File: config.mk
export PLATFORM = sky130hd
export DESIGN_NAME = rbes_ctrl
export DESIGN_NICKNAME = d
export VERILOG_FILES = /design/src/rtl/core/rbes_pkg.sv /design/src/rtl/core/rbes_ctrl.sv
export VERILOG_INCLUDE_DIRS = /design/src /design/src/rtl/core
export SDC_FILE = /design/constraint.sdc
export NUM_CORES = 1
export LEC_CHECK = 0
export ABC_AREA = 0
export BUFFER_PORTS_ARGS = -buffer_cell sky130_fd_sc_hd__buf_4
export CAP_MARGIN = 20
export CELL_PAD_IN_SITES_DETAIL_PLACEMENT = 0
export CELL_PAD_IN_SITES_GLOBAL_PLACEMENT = 1
export CORE_MARGIN = 2
export CORE_UTILIZATION = 35
export CTS_CLUSTER_SIZE = 8
export DETAILED_ROUTE_END_ITERATION = 8
export GPL_TIMING_DRIVEN = 0
export PLACE_DENSITY = 0.86
export SYNTH_ARGS = -nofsm -noshare
export SYNTH_HDL_FRONTEND = slang
export SYNTH_SLANG_ARGS = --single-unit
File: constraint.sdc
create_clock -name i_clk -period 1.85 [get_ports i_clk]
set_input_delay 0.185 -clock i_clk [delete_from_list [all_inputs] [get_ports i_clk]]
set_output_delay 0.185 -clock i_clk [all_outputs]
set_load 0.02 [all_outputs]
File: src/rtl/core/assert_macros.svh
// ---------------------------------------------------------------------------
// Assertion macros
// Concurrent assertion wrappers; empty when SYNTHESIS is defined.
// ---------------------------------------------------------------------------
`ifndef ASSERT_MACROS_SVH
`define ASSERT_MACROS_SVH

`ifndef SYNTHESIS

`define RBES_ASSERT(lbl, clk, rst_n, prop) \
    lbl: assert property (@(posedge clk) disable iff (!rst_n) prop) \
        else $error("rbes assertion failed");

`define RBES_ASSERT_NEVER(lbl, clk, rst_n, expr) \
    lbl: assert property (@(posedge clk) disable iff (!rst_n) !(expr)) \
        else $error("rbes forbidden condition seen");

`else

`define RBES_ASSERT(lbl, clk, rst_n, prop)

`define RBES_ASSERT_NEVER(lbl, clk, rst_n, expr)

`endif

`endif

File: src/rtl/core/rbes_pkg.sv
// ---------------------------------------------------------------------------
// rbes_pkg
// Shared types, constants and micro-op decode for the rigid body integrator.
// ---------------------------------------------------------------------------
`timescale 1ns / 1ps
`default_nettype none

package rbes_pkg;

    localparam int FRAC_BITS_DEF = 16;
    localparam int WORD_BITS_DEF = 32;
    localparam int IO_W          = 32;
    localparam int CFG_W         = 24;
    localparam int CFG_FRAC      = 16;
    localparam int DT_W          = 16;
    localparam int MODE_W        = 4;
    localparam int CFG_IDX_W     = 3;
    localparam int NUM_AXES      = 3;
    localparam int STEP_W        = 3;
    localparam int AXIS_W        = 2;

    localparam int MODE_GRAV = 0;
    localparam int MODE_AIR  = 1;
    localparam int MODE_FALL = 2;
    localparam int MODE_SPIN = 3;

    localparam logic [CFG_W-1:0]  CFG_ONE       = 24'h010000;
    localparam logic [AXIS_W-1:0] AXIS_Y        = 2'd1;
    localparam logic [AXIS_W-1:0] AXIS_LAST     = 2'd2;
    localparam logic [STEP_W-1:0] LIN_LAST_STEP = 3'd5;
    localparam logic [STEP_W-1:0] ANG_LAST_STEP = 3'd6;

    typedef enum logic [CFG_IDX_W-1:0] {
        CFG_INV_MASS,
        CFG_AIR_DRAG,
        CFG_FALL_DRAG,
        CFG_SPIN_DRAG,
        CFG_INV_INERTIA,
        CFG_GRAV_SCALE,
        CFG_MODE
    } t_cfg_idx;

    typedef struct packed {
        logic [CFG_W-1:0]  inv_mass;
        logic [CFG_W-1:0]  air_drag;
        logic [CFG_W-1:0]  fall_drag;
        logic [CFG_W-1:0]  spin_drag;
        logic [CFG_W-1:0]  inv_inertia;
        logic [CFG_W-1:0]  grav_scale;
        logic [MODE_W-1:0] mode;
    } t_cfg;

    localparam t_cfg CFG_RESET = '{
        inv_mass:    CFG_ONE,
        air_drag:    '0,
        fall_drag:   '0,
        spin_drag:   '0,
        inv_inertia: CFG_ONE,
        grav_scale:  CFG_ONE,
        mode:        '0
    };

    typedef struct packed {
        logic [NUM_AXES-1:0][IO_W-1:0] frc;
        logic [NUM_AXES-1:0][IO_W-1:0] trq;
        logic [DT_W-1:0]               dt;
    } t_tick;

    typedef struct packed {
        logic [NUM_AXES-1:0][IO_W-1:0] vel;
        logic [NUM_AXES-1:0][IO_W-1:0] pos;
        logic [NUM_AXES-1:0][IO_W-1:0] ang;
        logic                          sat;
    } t_result;

    typedef enum logic {SECT_LIN, SECT_ANG} t_sect;

    typedef enum logic [2:0] {
        X_VEL, X_SPIN, X_FORCE, X_TORQUE, X_T0, X_T1, X_GRAV
    } t_xsel;

    typedef enum logic [2:0] {
        C_DRAG, C_SPIN_DRAG, C_INV_MASS, C_INV_INERTIA, C_DT, C_ONE, C_GRAV
    } t_csel;

    typedef enum logic [2:0] {
        A_ZERO, A_T1, A_VEL, A_POS, A_SPIN
    } t_asel;

    typedef enum logic [2:0] {
        D_T0, D_T1, D_VEL, D_POS, D_SPIN, D_ANG
    } t_dsel;

    // dest = sat(addend +/- sat(floor(x * c / 2^16)))
    typedef struct packed {
        t_xsel xsel;
        t_csel csel;
        logic  neg;
        t_asel asel;
        t_dsel dsel;
    } t_uop;

    typedef struct packed {
        logic              load;
        logic              mul_en;
        logic              acc_en;
        logic              finish;
        logic [AXIS_W-1:0] axis;
        t_uop              uop;
    } t_dp_cmd;

    typedef struct packed {
        logic out_free;
    } t_dp_status;

    function automatic t_uop uop_decode(input t_sect sect, input logic [STEP_W-1:0] step);
        t_uop u;
        u = '{xsel: X_T1, csel: C_ONE, neg: 1'b0, asel: A_ZERO, dsel: D_T1};
        if (sect == SECT_LIN) begin
            case (step)
                3'd0:    u = '{X_VEL,   C_DRAG,     1'b1, A_ZERO, D_T0};
                3'd1:    u = '{X_FORCE, C_INV_MASS, 1'b0, A_ZERO, D_T1};
                3'd2:    u = '{X_T0,    C_INV_MASS, 1'b0, A_T1,   D_T1};
                3'd3:    u = '{X_GRAV,  C_GRAV,     1'b1, A_T1,   D_T1};
                3'd4:    u = '{X_T1,    C_DT,       1'b0, A_VEL,  D_VEL};
                3'd5:    u = '{X_VEL,   C_DT,       1'b0, A_POS,  D_POS};
                default: ;
            endcase
        end else begin
            case (step)
                3'd0:    u = '{X_SPIN,   C_SPIN_DRAG,   1'b1, A_ZERO, D_T0};
                3'd1:    u = '{X_TORQUE, C_INV_INERTIA, 1'b0, A_ZERO, D_T1};
                3'd2:    u = '{X_T1,     C_DT,          1'b0, A_ZERO, D_T1};
                3'd3:    u = '{X_T0,     C_INV_INERTIA, 1'b0, A_ZERO, D_T0};
                3'd4:    u = '{X_T0,     C_DT,          1'b0, A_T1,   D_T1};
                3'd5:    u = '{X_T1,     C_ONE,         1'b0, A_SPIN, D_SPIN};
                3'd6:    u = '{X_SPIN,   C_DT,          1'b0, A_ZERO, D_ANG};
                default: ;
            endcase
        end
        return u;
    endfunction

endpackage

`default_nettype wire

File: src/rtl/core/rbes_ctrl.sv
// ---------------------------------------------------------------------------
// rbes_ctrl
// Sequencer: walks the linear and angular micro-op programs per axis.
// ---------------------------------------------------------------------------
`timescale 1ns / 1ps
`default_nettype none
`include "assert_macros.svh"

module rbes_ctrl import rbes_pkg::*; (
    input  wire logic       i_clk,
    input  wire logic       i_rst_n,
    input  wire logic       i_in_valid,
    output logic            o_in_ready,
    input  wire t_dp_status i_status,
    output t_dp_cmd         o_cmd
);

    typedef enum logic [1:0] {S_IDLE, S_MUL, S_ACC, S_DONE} t_state;

    t_state              r_state;
    t_sect               r_sect;
    logic [STEP_W-1:0]   r_step;
    logic [AXIS_W-1:0]   r_axis;
    logic                last_step;
    logic                in_xfer;
    logic                at_start;
    logic                done_wait;

    assign last_step  = (r_sect == SECT_LIN) ? (r_step == LIN_LAST_STEP)
                                             : (r_step == ANG_LAST_STEP);
    assign o_in_ready = (r_state == S_IDLE) && i_rst_n;
    assign in_xfer    = i_in_valid && o_in_ready;
    assign at_start   = (r_state == S_MUL) && (r_step == '0) && (r_axis == '0)
                     && (r_sect == SECT_LIN);
    assign done_wait  = (r_state == S_DONE) && !i_status.out_free;

    always_comb begin
        o_cmd.load   = in_xfer;
        o_cmd.mul_en = (r_state == S_MUL);
        o_cmd.acc_en = (r_state == S_ACC);
        o_cmd.finish = (r_state == S_DONE) && i_status.out_free;
        o_cmd.axis   = r_axis;
        o_cmd.uop    = uop_decode(r_sect, r_step);
    end

    always_ff @(posedge i_clk) begin
        if (!i_rst_n) begin
            r_state <= S_IDLE;
            r_sect  <= SECT_LIN;
            r_step  <= '0;
            r_axis  <= '0;
        end else begin
            case (r_state)
                S_IDLE: begin
                    if (in_xfer) begin
                        r_state <= S_MUL;
                        r_sect  <= SECT_LIN;
                        r_step  <= '0;
                        r_axis  <= '0;
                    end
                end
                S_MUL: begin
                    r_state <= S_ACC;
                end
                S_ACC: begin
                    r_state <= S_MUL;
                    if (last_step) begin
                        r_step <= '0;
                        if (r_axis == AXIS_LAST) begin
                            r_axis <= '0;
                            if (r_sect == SECT_LIN) begin
                                r_sect <= SECT_ANG;
                            end else begin
                                r_state <= S_DONE;
                            end
                        end else begin
                            r_axis <= r_axis + 1'b1;
                        end
                    end else begin
                        r_step <= r_step + 1'b1;
                    end
                end
                S_DONE: begin
                    if (i_status.out_free) begin
                        r_state <= S_IDLE;
                    end
                end
                default: begin
                    r_state <= S_IDLE;
                end
            endcase
        end
    end

    `RBES_ASSERT(a_mul_then_acc, i_clk, i_rst_n, (r_state == S_MUL) |=> (r_state == S_ACC))
    `RBES_ASSERT(a_start_clean, i_clk, i_rst_n, in_xfer |=> at_start)
    `RBES_ASSERT(a_done_holds, i_clk, i_rst_n, done_wait |=> (r_state == S_DONE))
    `RBES_ASSERT_NEVER(a_finish_blocked, i_clk, i_rst_n, o_cmd.finish && !i_status.out_free)

endmodule

`default_nettype wire

==> results.py, run 1 <==
metrics = {
    "placement": {
        "hpwl_mm": 1.37,
        "gp_congestion": 0.756,
        "port_buffers": 23,
        "placed_area_um2": 970,
    },
    "clocking": {
        "clock_latency_ns": 0.26,
        "cts_tree": "yes",
        "cts_made_buffers": 3,
        "cts_sinks": 8,
        "clk_pin_slew_worst_paths_ns": 0.06,
        "cts_root_buffer": "clkbuf_4",
        "holdBufCountCts": 0,
        "cts_max_path_buffers": 2,
        "htreeDepth": 1,
    },
    "floorplanning": {
        "io_pins": 24,
        "die_area_um2": 2570,
        "die_h_um": 50.7,
        "fp-row-count": 16,
        "die_width_um": 50.7,
        "floorplan.initialDensity": 0.381,
        "fp.coreArea_um2": 2000,
    },
    "setup_path": {
        "startpoint_type": "register",
        "crit_start": "r_step[1]$_SDFFE_PN0P_",
        "r2r-start": "r_step[0]$_SDFFE_PN0P_",
        "worstPathMaxFanout": 6,
        "end_kind": "output pin",
        "arrival_ns": 1.66,
        "crit_type": "register to output pin",
        "r2r_cells": 6,
        "required_ns": 1.66,
    },
    "pwr": {
        "power_switching_mw": 0.138,
        "peakVddDrop_uv": 318,
        "comb_power_share": 0.280,
        "p_sw_frac": 0.312,
        "pwr-share-seq": 0.408,
        "power_mw": 0.441,
        "p_per_area_nw_per_um2": 406,
        "p_int_mw": 0.303,
        "power_frac_clock": 0.312,
        "leakage_nw": 0.487,
    },
    "synthesis": {
        "syn_nets": 110,
        "synth_cells": 101,
        "synth_edf_count": 0,
        "ys_warn_count": 0,
        "synth_cell_type_count": 37,
        "synth-seq-cells": 8,
        "avgSynthCellArea_um2": 7.56,
        "synthFlopType": "dfxtp_1",
        "async_flop_share": 0,
        "syn_area_um2": 763,
        "yosysSeqAreaShare": 0.210,
    },
    "sta": {
        "rsz0062_at_grt": "yes",
        "timing_hold_violations_final": 0,
        "holdWs_ns": 0.227,
        "period_share": 0.997,
        "slew_headroom": 0.739,
        "final.setup_skew_ns": 0.00334,
        "period_minus_slack_ns": 1.84,
        "fmax_ghz": 0.542,
        "worstMarginPinSlew_ns": 0.391,
        "drv_slew": 0,
        "setup_viol": 0,
    },
    "worst_hold_path": {
        "hold_path.class": "input pin to register",
        "hold_start": "i_status",
        "min_path_cells": 4,
    },
    "global_routing": {
        "antenna_found_initial": 0,
        "gr-usage-all-layers": 0.150,
        "grt_pass1_wl_mm": 3.00,
        "grt_pass1_vias": 709,
        "grt_max_degree": 11,
        "grt_overflow_total": 0,
    },
    "run_status": {
        "outcome": "completed",
    },
    "detailed_routing": {
        "routedWlPerCell_um": 12.3,
        "drt_pass1_iterations": 4,
        "ant_nets": 0,
        "drt_iter0_drc": 5,
        "totalWireLength_mm": 1.92,
        "route.detailed.drc": 0,
        "vias": 802,
        "vias_per_cell": 5.14,
    },
    "layout": {
        "syn_to_final_growth_pct": 42.5,
        "finish.instance_area_um2": 1090,
        "diodes": 0,
        "drive_gt1_frac": 0.388,
        "final_nets": 140,
    },
    "job": {
        "cap_viol_max_count": 0,
    },
}
[flip-flops by register name, indices dropped and copies added (netlist names)]
name     cells
r_state      2
r_axis       2
r_step       3
r_sect       1
[cells in the mapped netlist, types with 4 or more instances]
master	n	area (um2)
a21oi_1	5	25.0
buf_4	4	30.0
dfxtp_1	8	160
ha_1	5	62.6
inv_1	8	30.0
nand2_1	7	26.3
nand3_1	5	25.0
nor2_1	5	18.8
o21ai_0	5	25.0
o21ai_1	4	20.0
[critical path, stage by stage, from the launching register on]
cell     delay, ns
dfxtp_4       0.38
ha_4          0.14
ha_4          0.17
or3b_1        0.35
o31ai_1       0.07
a31oi_1       0.11
buf_4         0.17
[timing repair]
item                       CTS  global route
pin swaps                    0             3
resized for setup           13            10
buffers inserted             1             2
setup endpoints to repair    5             4
[cells by family (layout without fill, tap and decap cells)]
group	Yosys count	count (layout)	synth area share
AOI/OAI and AO/OA	29	29	0.241
adders and majority gates	5	5	0.0820
buffers and inverters	17	45	0.108
DFF	8	8	0.210
and+or+nand+nor	39	39	0.315
muxes	3	3	0.0443
[placed cells by master (no fill, tap or decap), types with 2 or more instances in the layout]
cell type	n
a211oi_1	3
a21boi_0	2
a21oi_1	5
and3_1	2
buf_2	2
buf_4	29
clkbuf_4	3
dfxtp_1	5
dfxtp_4	2
ha_4	4
inv_1	6
inv_2	2
mux2i_1	2
nand2_1	7
nand2b_1	3
nand3_1	5
nand3b_1	2
nand4b_1	2
nor2_1	4
nor2b_1	3
nor3_1	3
o211ai_1	2
o21ai_0	5
o21ai_1	4
o31ai_1	2
or3b_1	2
[metrics by stage]
stage / setup WS, ns / instances / TNS (ns) / util
global route: -0.0663 / 156 / -0.174 / 0.543
detailed placement: 0.00695 / 151 / 0 / 0.484
global placement: 0.0308 / 151 / 0 / 0.484
CTS: -0.00507 / 154 / -0.00668 / 0.516
floorplan: 0.149 / 101 / 0 / -
finish: 0.00591 / 156 / 0 / 0.543
[routing by layer]
| layer | track usage | wire, um |
|---|---|---|
| met3 | 0.0208 | 71 |
| met1 | 0.171 | 867 |
| met5 | 0 | 0 |
| met4 | 0.0676 | 25 |
| met2 | 0.274 | 955 |
[power groups by stage]
stage,registers (mW),logic [mW],clock network (mW)
floorplan,0.183,0.0753,0
CTS,0.179,0.118,0.140
global placement,0.184,0.115,0
detailed placement,0.184,0.117,0
finish,0.180,0.124,0.137
global route,0.181,0.136,0.147
[path summary, 6_finish.rpt]
check / endpoint / slack, ns
max: o_cmd[0] / 0.006
min: r_state[1]$_SDFFE_PN0P_ / 0.23
max reg2reg: r_axis[1]$_SDFFE_PN0P_ / 0.34
min reg2reg: r_axis[0]$_SDFFE_PN0P_ / 0.53
[cell type report]
cell class	instances	area, um2
plain buffers	7	50.0
multi-input cells	76	578
flip-flops and latches	8	169
repair buffers	26	193
inverters	9	41.3
clock buffers	3	22.5
well taps	27	33.8
fillers	206	915
Power figures use the tool's default switching activity.
==> inputs of run 2 (changes only) <==
CORE_UTILIZATION = 31   (was 35)
PLACE_DENSITY = 0.81   (was 0.86)
clock period = 1.56 ns   (was 1.85 ns; I/O delays follow)
==> results.py, run 2 (synthesis results as in run 1) <==
metrics = {
    "run_status": {
        "outcome": "complete, but fails checks",
        "violations": "negative setup slack",
    },
    "floorplanning": {
        "die_width_um": 53.6,
        "fp-row-count": 17,
        "fp.coreArea_um2": 2280,
        "floorplan.initialDensity": 0.335,
        "die_area_um2": 2880,
        "io_pins": 24,
        "die_h_um": 53.6,
    },
    "setup_path": {
        "startpoint_type": "register",
        "critPathMostFrequentCell": "ha_4",
        "max_stage_delay_ns": 0.38,
        "path_delay_family": "flip-flops",
        "path_buf_inv": 1,
        "required_ns": 1.40,
        "ff2ff_setup_slack_ns": 0.08,
        "arrival_ns": 1.65,
        "crit_type": "register to output pin",
        "worstPathCellList": "ha_4, ha_4, or3b_4, o31ai_2, a31oi_2, buf_4",
        "cp_slowest_cell": "dfxtp_4",
        "rr_endpoint": "r_axis[1]$_SDFFE_PN0P_",
        "r2r_cells": 6,
        "r2r-start": "r_step[1]$_SDFFE_PN0P_",
        "end_kind": "output pin",
        "worstPathMaxFanout": 4,
    },
    "detailed_routing": {
        "drt_pass1_iterations": 4,
        "routedWlPerCell_um": 12.8,
        "vias": 865,
        "drt_iter0_drc": 6,
        "ant_nets": 0,
        "vias_per_cell": 5.24,
        "route.detailed.drc": 0,
        "totalWireLength_mm": 2.12,
    },
    "pwr": {
        "comb_power_share": 0.313,
        "leakage_nw": 0.548,
        "pwr-share-seq": 0.397,
        "power_frac_clock": 0.290,
        "p_per_area_nw_per_um2": 424,
        "p_int_mw": 0.372,
        "power_mw": 0.539,
        "power_switching_mw": 0.167,
        "p_sw_frac": 0.309,
        "peakVddDrop_uv": 347,
    },
    "worst_hold_path": {
        "hold_start": "i_status",
        "hold_path.class": "input pin to register",
        "holdPathEnd": "r_state[1]$_SDFFE_PN0P_",
        "min_path_cells": 4,
    },
    "sta": {
        "setup_viol": 8,
        "fmax_ghz": 0.555,
        "worstMarginPinSlew_ns": 0.372,
        "fin_ws_ns": -0.242,
        "timing_hold_violations_final": 0,
        "period_minus_slack_ns": 1.80,
        "rsz0062_at_grt": "yes",
        "drv_slew": 0,
        "final.setup_skew_ns": 0.0000767,
        "tns_ns": -1.13,
        "period_share": 1.15,
        "slew_headroom": 0.752,
    },
    "clocking": {
        "htreeDepth": 1,
        "clock_latency_ns": 0.25,
        "cts_max_path_buffers": 2,
        "holdBufCountCts": 0,
        "cts_root_buffer": "clkbuf_4",
        "cts_tree": "yes",
        "cts_sinks": 8,
        "cts_made_buffers": 3,
        "clk_pin_slew_worst_paths_ns": 0.05,
    },
    "global_routing": {
        "gr-usage-all-layers": 0.142,
        "grt_max_degree": 11,
        "antenna_found_initial": 0,
        "grt_overflow_total": 0,
        "grt_pass1_wl_mm": 3.08,
        "grt_pass1_vias": 747,
    },
    "layout": {
        "regMostFlops": "r_step",
        "final_cell_mix": "32 x buf_4, 7 x buf_6, 6 x nand2_1",
        "drive_gt1_frac": 0.577,
        "layout_commonest_cell": "buf_4",
        "final_nets": 148,
        "ff_latch_area_um2": 169,
        "multiInputGateArea_um2": 664,
        "final_cells": 165,
        "fillers": 238,
        "diodes": 0,
        "final_util": 0.559,
        "largest_reg_flops": 3,
        "syn_to_final_growth_pct": 66.6,
        "reg_top3": "r_step (3), r_axis (2), r_state (2)",
    },
    "job": {
        "cap_viol_max_count": 0,
    },
    "placement": {
        "hpwl_mm": 1.33,
        "place_inst": 152,
        "pre_cts_slack_ns": -0.255,
        "gp_congestion": 0.770,
        "port_buffers": 23,
    },
}
-- run 2: changes by cell type in the layout (fill, tap and decap cells not counted), moves of 2 or more --
cell	previous run	this run
a211oi_1	3	1
buf_6	1	7
nor2_1	4	2
buf_4	29	32
o21ai_2	0	2
nor3_1	3	1
o21ai_0	5	3
inv_1	6	4
a211oi_2	0	2
nor3_2	0	2
nand2b_1	3	1
-- run 2: cell type report --
| cell class | count | share of cell area |
|---|---|---|
| clock buffer | 3 | 0.0177 |
| timing repair buffer | 34 | 0.213 |
| tap | 28 | 0.0276 |
| inverter | 9 | 0.0413 |
| buffer | 7 | 0.0453 |
| sequential | 8 | 0.133 |
| multi-input combinational | 76 | 0.523 |
-- run 2: how the worst max path moves through the flow --
| stage | from | to | slack (ns) | cells past startpoint |
|---|---|---|---|---|
| 3_5_place_dp | r_step[2]$_SDFFE_PN0P_ | o_cmd[7] | -0.26 | 7 |
| 2_1_floorplan | r_step[2]$_SDFFE_PN0P_ | o_cmd[0] | -0.04 | 6 |
| 3_3_place_gp | r_step[2]$_SDFFE_PN0P_ | o_cmd[7] | -0.24 | 7 |
| 6_report | r_step[0]$_SDFFE_PN0P_ | o_cmd[0] | -0.24 | 6 |
| 4_1_cts | r_step[0]$_SDFFE_PN0P_ | o_cmd[0] | -0.24 | 6 |
| 5_1_grt | r_step[0]$_SDFFE_PN0P_ | o_cmd[0] | -0.31 | 6 |
-- run 2: worst min-delay path, delay by kind of cell --
family                 cells  cell delay [ns]
AND/OR/NAND/NOR            2             0.11
buffers and inverters      1             0.09
AO/OA/AOI/OAI              1             0.05
-- run 2: repair_timing --
item,4_1_cts,5_1_grt
setup endpoints to repair,15,14
setup buffers,6,6
gates cloned,0,0
resized for setup,25,27
pin swaps,3,8
-- run 2: routing by layer --
| layer | up-vias | wire length [um] | global-route usage | part of all wire |
|---|---|---|---|---|
| li1 | 434 | - | - | - |
| met2 | 31 | 1100 | 0.255 | 0.52 |
| met3 | 2 | 113 | 0.00833 | 0.053 |
| met1 | 398 | 895 | 0.171 | 0.42 |
| met5 | - | 0 | 0 | 0 |
| met4 | 0 | 10 | 0.0641 | 0.0047 |
-- run 2: through the flow --
stage               cell area [um2]  hold slack [ns]
floorplan                       776            0.317
global placement                983            0.465
detailed placement              983            0.470
CTS                            1130            0.202
global route                   1270            0.213
finish                         1270            0.207
-- run 2: power by group through the flow --
stage          logic [mW]  clock network, mW  registers [mW]
2_1_floorplan      0.0907                  0           0.217
3_3_place_gp        0.139                  0           0.218
3_5_place_dp        0.140                  0           0.218
4_1_cts             0.151              0.165           0.213
5_1_grt             0.184              0.169           0.215
6_report            0.169              0.156           0.214
==> inputs of run 3 (changes only) <==
ABC_AREA = 1   (was 0)
CORE_UTILIZATION = 29   (was 31)
==> results.py, run 3 <==
metrics = {
    "synthesis": {
        "syn_area_um2": 702,
        "yosysSeqAreaShare": 0.228,
        "async_flop_share": 0,
        "yosys-top-cells-count": "32 x nand2_1, 12 x inv_1, 12 x nor2_1, 10 x nand3_1, 9 x a21oi_1",
        "avgSynthCellArea_um2": 6.16,
        "synth_cells": 114,
        "ys_top_cells_by_area": "dfxtp_1 23%, nand2_1 17%, ha_1 8.9%",
        "synth_largest_area_cell": "dfxtp_1",
        "synth.top_cell.area_share": 0.228,
        "syn_nets": 123,
        "synth_cell_type_count": 20,
        "synthMostInstantiatedCell": "nand2_1",
        "synthFlopType": "dfxtp_1",
        "synth_edf_count": 0,
        "ys_warn_count": 0,
        "synth-seq-cells": 8,
    },
    "pwr": {
        "leakage_nw": 0.529,
        "p_per_area_nw_per_um2": 544,
        "peakVddDrop_uv": 361,
    },
    "detailed_routing": {
        "vias": 836,
        "totalWireLength_mm": 1.92,
        "route.detailed.drc": 0,
        "drt_pass1_iterations": 4,
        "drt_iter0_drc": 10,
        "ant_nets": 0,
        "routedWlPerCell_um": 11.1,
        "vias_per_cell": 4.83,
    },
    "sta": {
        "period_minus_slack_ns": 1.73,
        "drv_slew": 0,
        "setup_viol": 7,
        "timing_hold_violations_final": 0,
        "period_share": 1.11,
        "worstMarginPinSlew_ns": 0.284,
        "final.setup_skew_ns": 0.00607,
        "fin_ws_ns": -0.174,
        "rsz0062_at_grt": "yes",
        "slew_headroom": 0.810,
        "fmax_ghz": 0.577,
        "holdWs_ns": 0.184,
    },
    "setup_path": {
        "crit_type": "register to output pin",
        "required_ns": 1.40,
        "end_kind": "output pin",
        "startpoint_type": "register",
        "worstPathMaxFanout": 4,
        "arrival_ns": 1.58,
    },
    "placement": {
        "place_inst": 165,
        "hpwl_mm": 1.43,
        "port_buffers": 23,
        "gp_congestion": 0.764,
    },
    "layout": {
        "syn_to_final_growth_pct": 59.4,
        "final_nets": 156,
        "regMostFlops": "r_step",
        "final_cells": 173,
        "reg_top3": "r_step (3), r_axis (2), r_state (2)",
        "final_cell_mix": "30 x nand2_1, 27 x buf_4, 10 x nor2_1",
        "layout_commonest_cell": "nand2_1",
        "drive_gt1_frac": 0.455,
        "diodes": 0,
        "largest_reg_flops": 3,
    },
    "floorplanning": {
        "die_width_um": 53.2,
        "fp.coreArea_um2": 2250,
        "floorplan.initialDensity": 0.311,
        "die_h_um": 53.2,
        "die_area_um2": 2830,
        "io_pins": 24,
        "fp-row-count": 17,
    },
    "global_routing": {
        "grt_overflow_total": 0,
        "antenna_found_initial": 0,
        "grt_max_degree": 11,
        "grt_pass1_vias": 797,
        "gr-usage-all-layers": 0.160,
        "grt_pass1_wl_mm": 3.37,
    },
    "clocking": {
        "cts_made_buffers": 3,
        "cts_sinks": 8,
        "cts_max_path_buffers": 2,
        "cts_tree": "yes",
        "clock_latency_ns": 0.25,
        "clk_pin_slew_worst_paths_ns": 0.06,
        "holdBufCountCts": 0,
        "cts_root_buffer": "clkbuf_4",
        "htreeDepth": 1,
    },
    "run_status": {
        "outcome": "complete, but fails checks",
        "violations": "negative setup slack",
    },
    "worst_hold_path": {
        "hold_path.class": "input pin to register",
    },
    "job": {
        "cap_viol_max_count": 0,
    },
}
run 3: changes by cell type after synthesis, moves of 4 or more:
cell     previous run  this run
nand3_1             5        10
nor2_1              5        12
a21oi_1             5         9
o21ai_1             4         0
nand2_1             7        32
inv_1               8        12
run 3: area by class of cell:
| cell class | instances | area [um2] |
|---|---|---|
| clock buffer | 3 | 22.5 |
| sequential | 8 | 171 |
| inverter | 14 | 55.1 |
| fill | 246 | 1140 |
| timing repair buffer | 28 | 221 |
| multi-input combinational | 89 | 593 |
| tap | 28 | 35.0 |
| buffer | 3 | 20.0 |
run 3: path summary, 6_finish.rpt:
path,from,to,slack (ns),cells after the start
worst min-delay path,i_rst_n,r_axis[1]$_SDFFE_PN0P_,0.18,3
worst min register to register,r_step[2]$_SDFFE_PN0P_,r_step[2]$_SDFFE_PN0P_,0.55,2
worst max register to register,r_step[1]$_SDFFE_PN0P_,r_axis[0]$_SDFFE_PN0P_,0.15,10
worst max-delay path,r_step[1]$_SDFFE_PN0P_,o_cmd[0],-0.17,8
run 3: worst max-delay path, stage by stage, from the launching register on:
cell	delay [ns]
dfxtp_4	0.36
ha_4	0.16
ha_4	0.17
nor2_4	0.14
nand3_4	0.11
nand3_2	0.08
nor2_2	0.04
a21oi_2	0.12
buf_4	0.16
run 3: metrics by stage:
| step | setup WS, ns | total power, mW | util | setup TNS, ns | instance area [um2] |
|---|---|---|---|---|---|
| floorplan | 0.0514 | 0.361 | - | 0 | 706 |
| global placement | -0.107 | 0.431 | 0.405 | -0.421 | 913 |
| detailed placement | -0.148 | 0.434 | 0.405 | -0.644 | 913 |
| CTS | -0.156 | 0.616 | 0.490 | -0.924 | 1100 |
| global route | -0.259 | 0.660 | 0.496 | -1.57 | 1120 |
| finish | -0.174 | 0.608 | 0.496 | -0.892 | 1120 |
run 3: cell families after synthesis:
group	after synthesis	share of synthesized area
AOI/OAI and AO/OA	17	0.128
adders and majority gates	5	0.0891
buffers and inverters	17	0.103
DFF	8	0.228
and+or+nand+nor	67	0.451
run 3: routing by layer:
metal | global-route usage | part of all wire | vias up
met1 | 0.181 | 0.41 | 370
met4 | 0.0598 | 0.021 | 0
met3 | 0.0198 | 0.057 | 4
li1 | - | - | 439
met2 | 0.300 | 0.51 | 23
met5 | 0 | 0 | -
run 3: what timing repair did:
action	4_1_cts	5_1_grt
buffers inserted	5	0
pin swaps	5	4
gates resized for setup	34	6
endpoints found under the setup margin	12	13
run 3: power by group:
group	switching (mW)	leakage, nW	internal [mW]	total (mW)
Sequential	0.0135	0.0676	0.212	0.225
Clock	0.0714	0.0138	0.0881	0.160
Combinational	0.132	0.448	0.0914	0.223
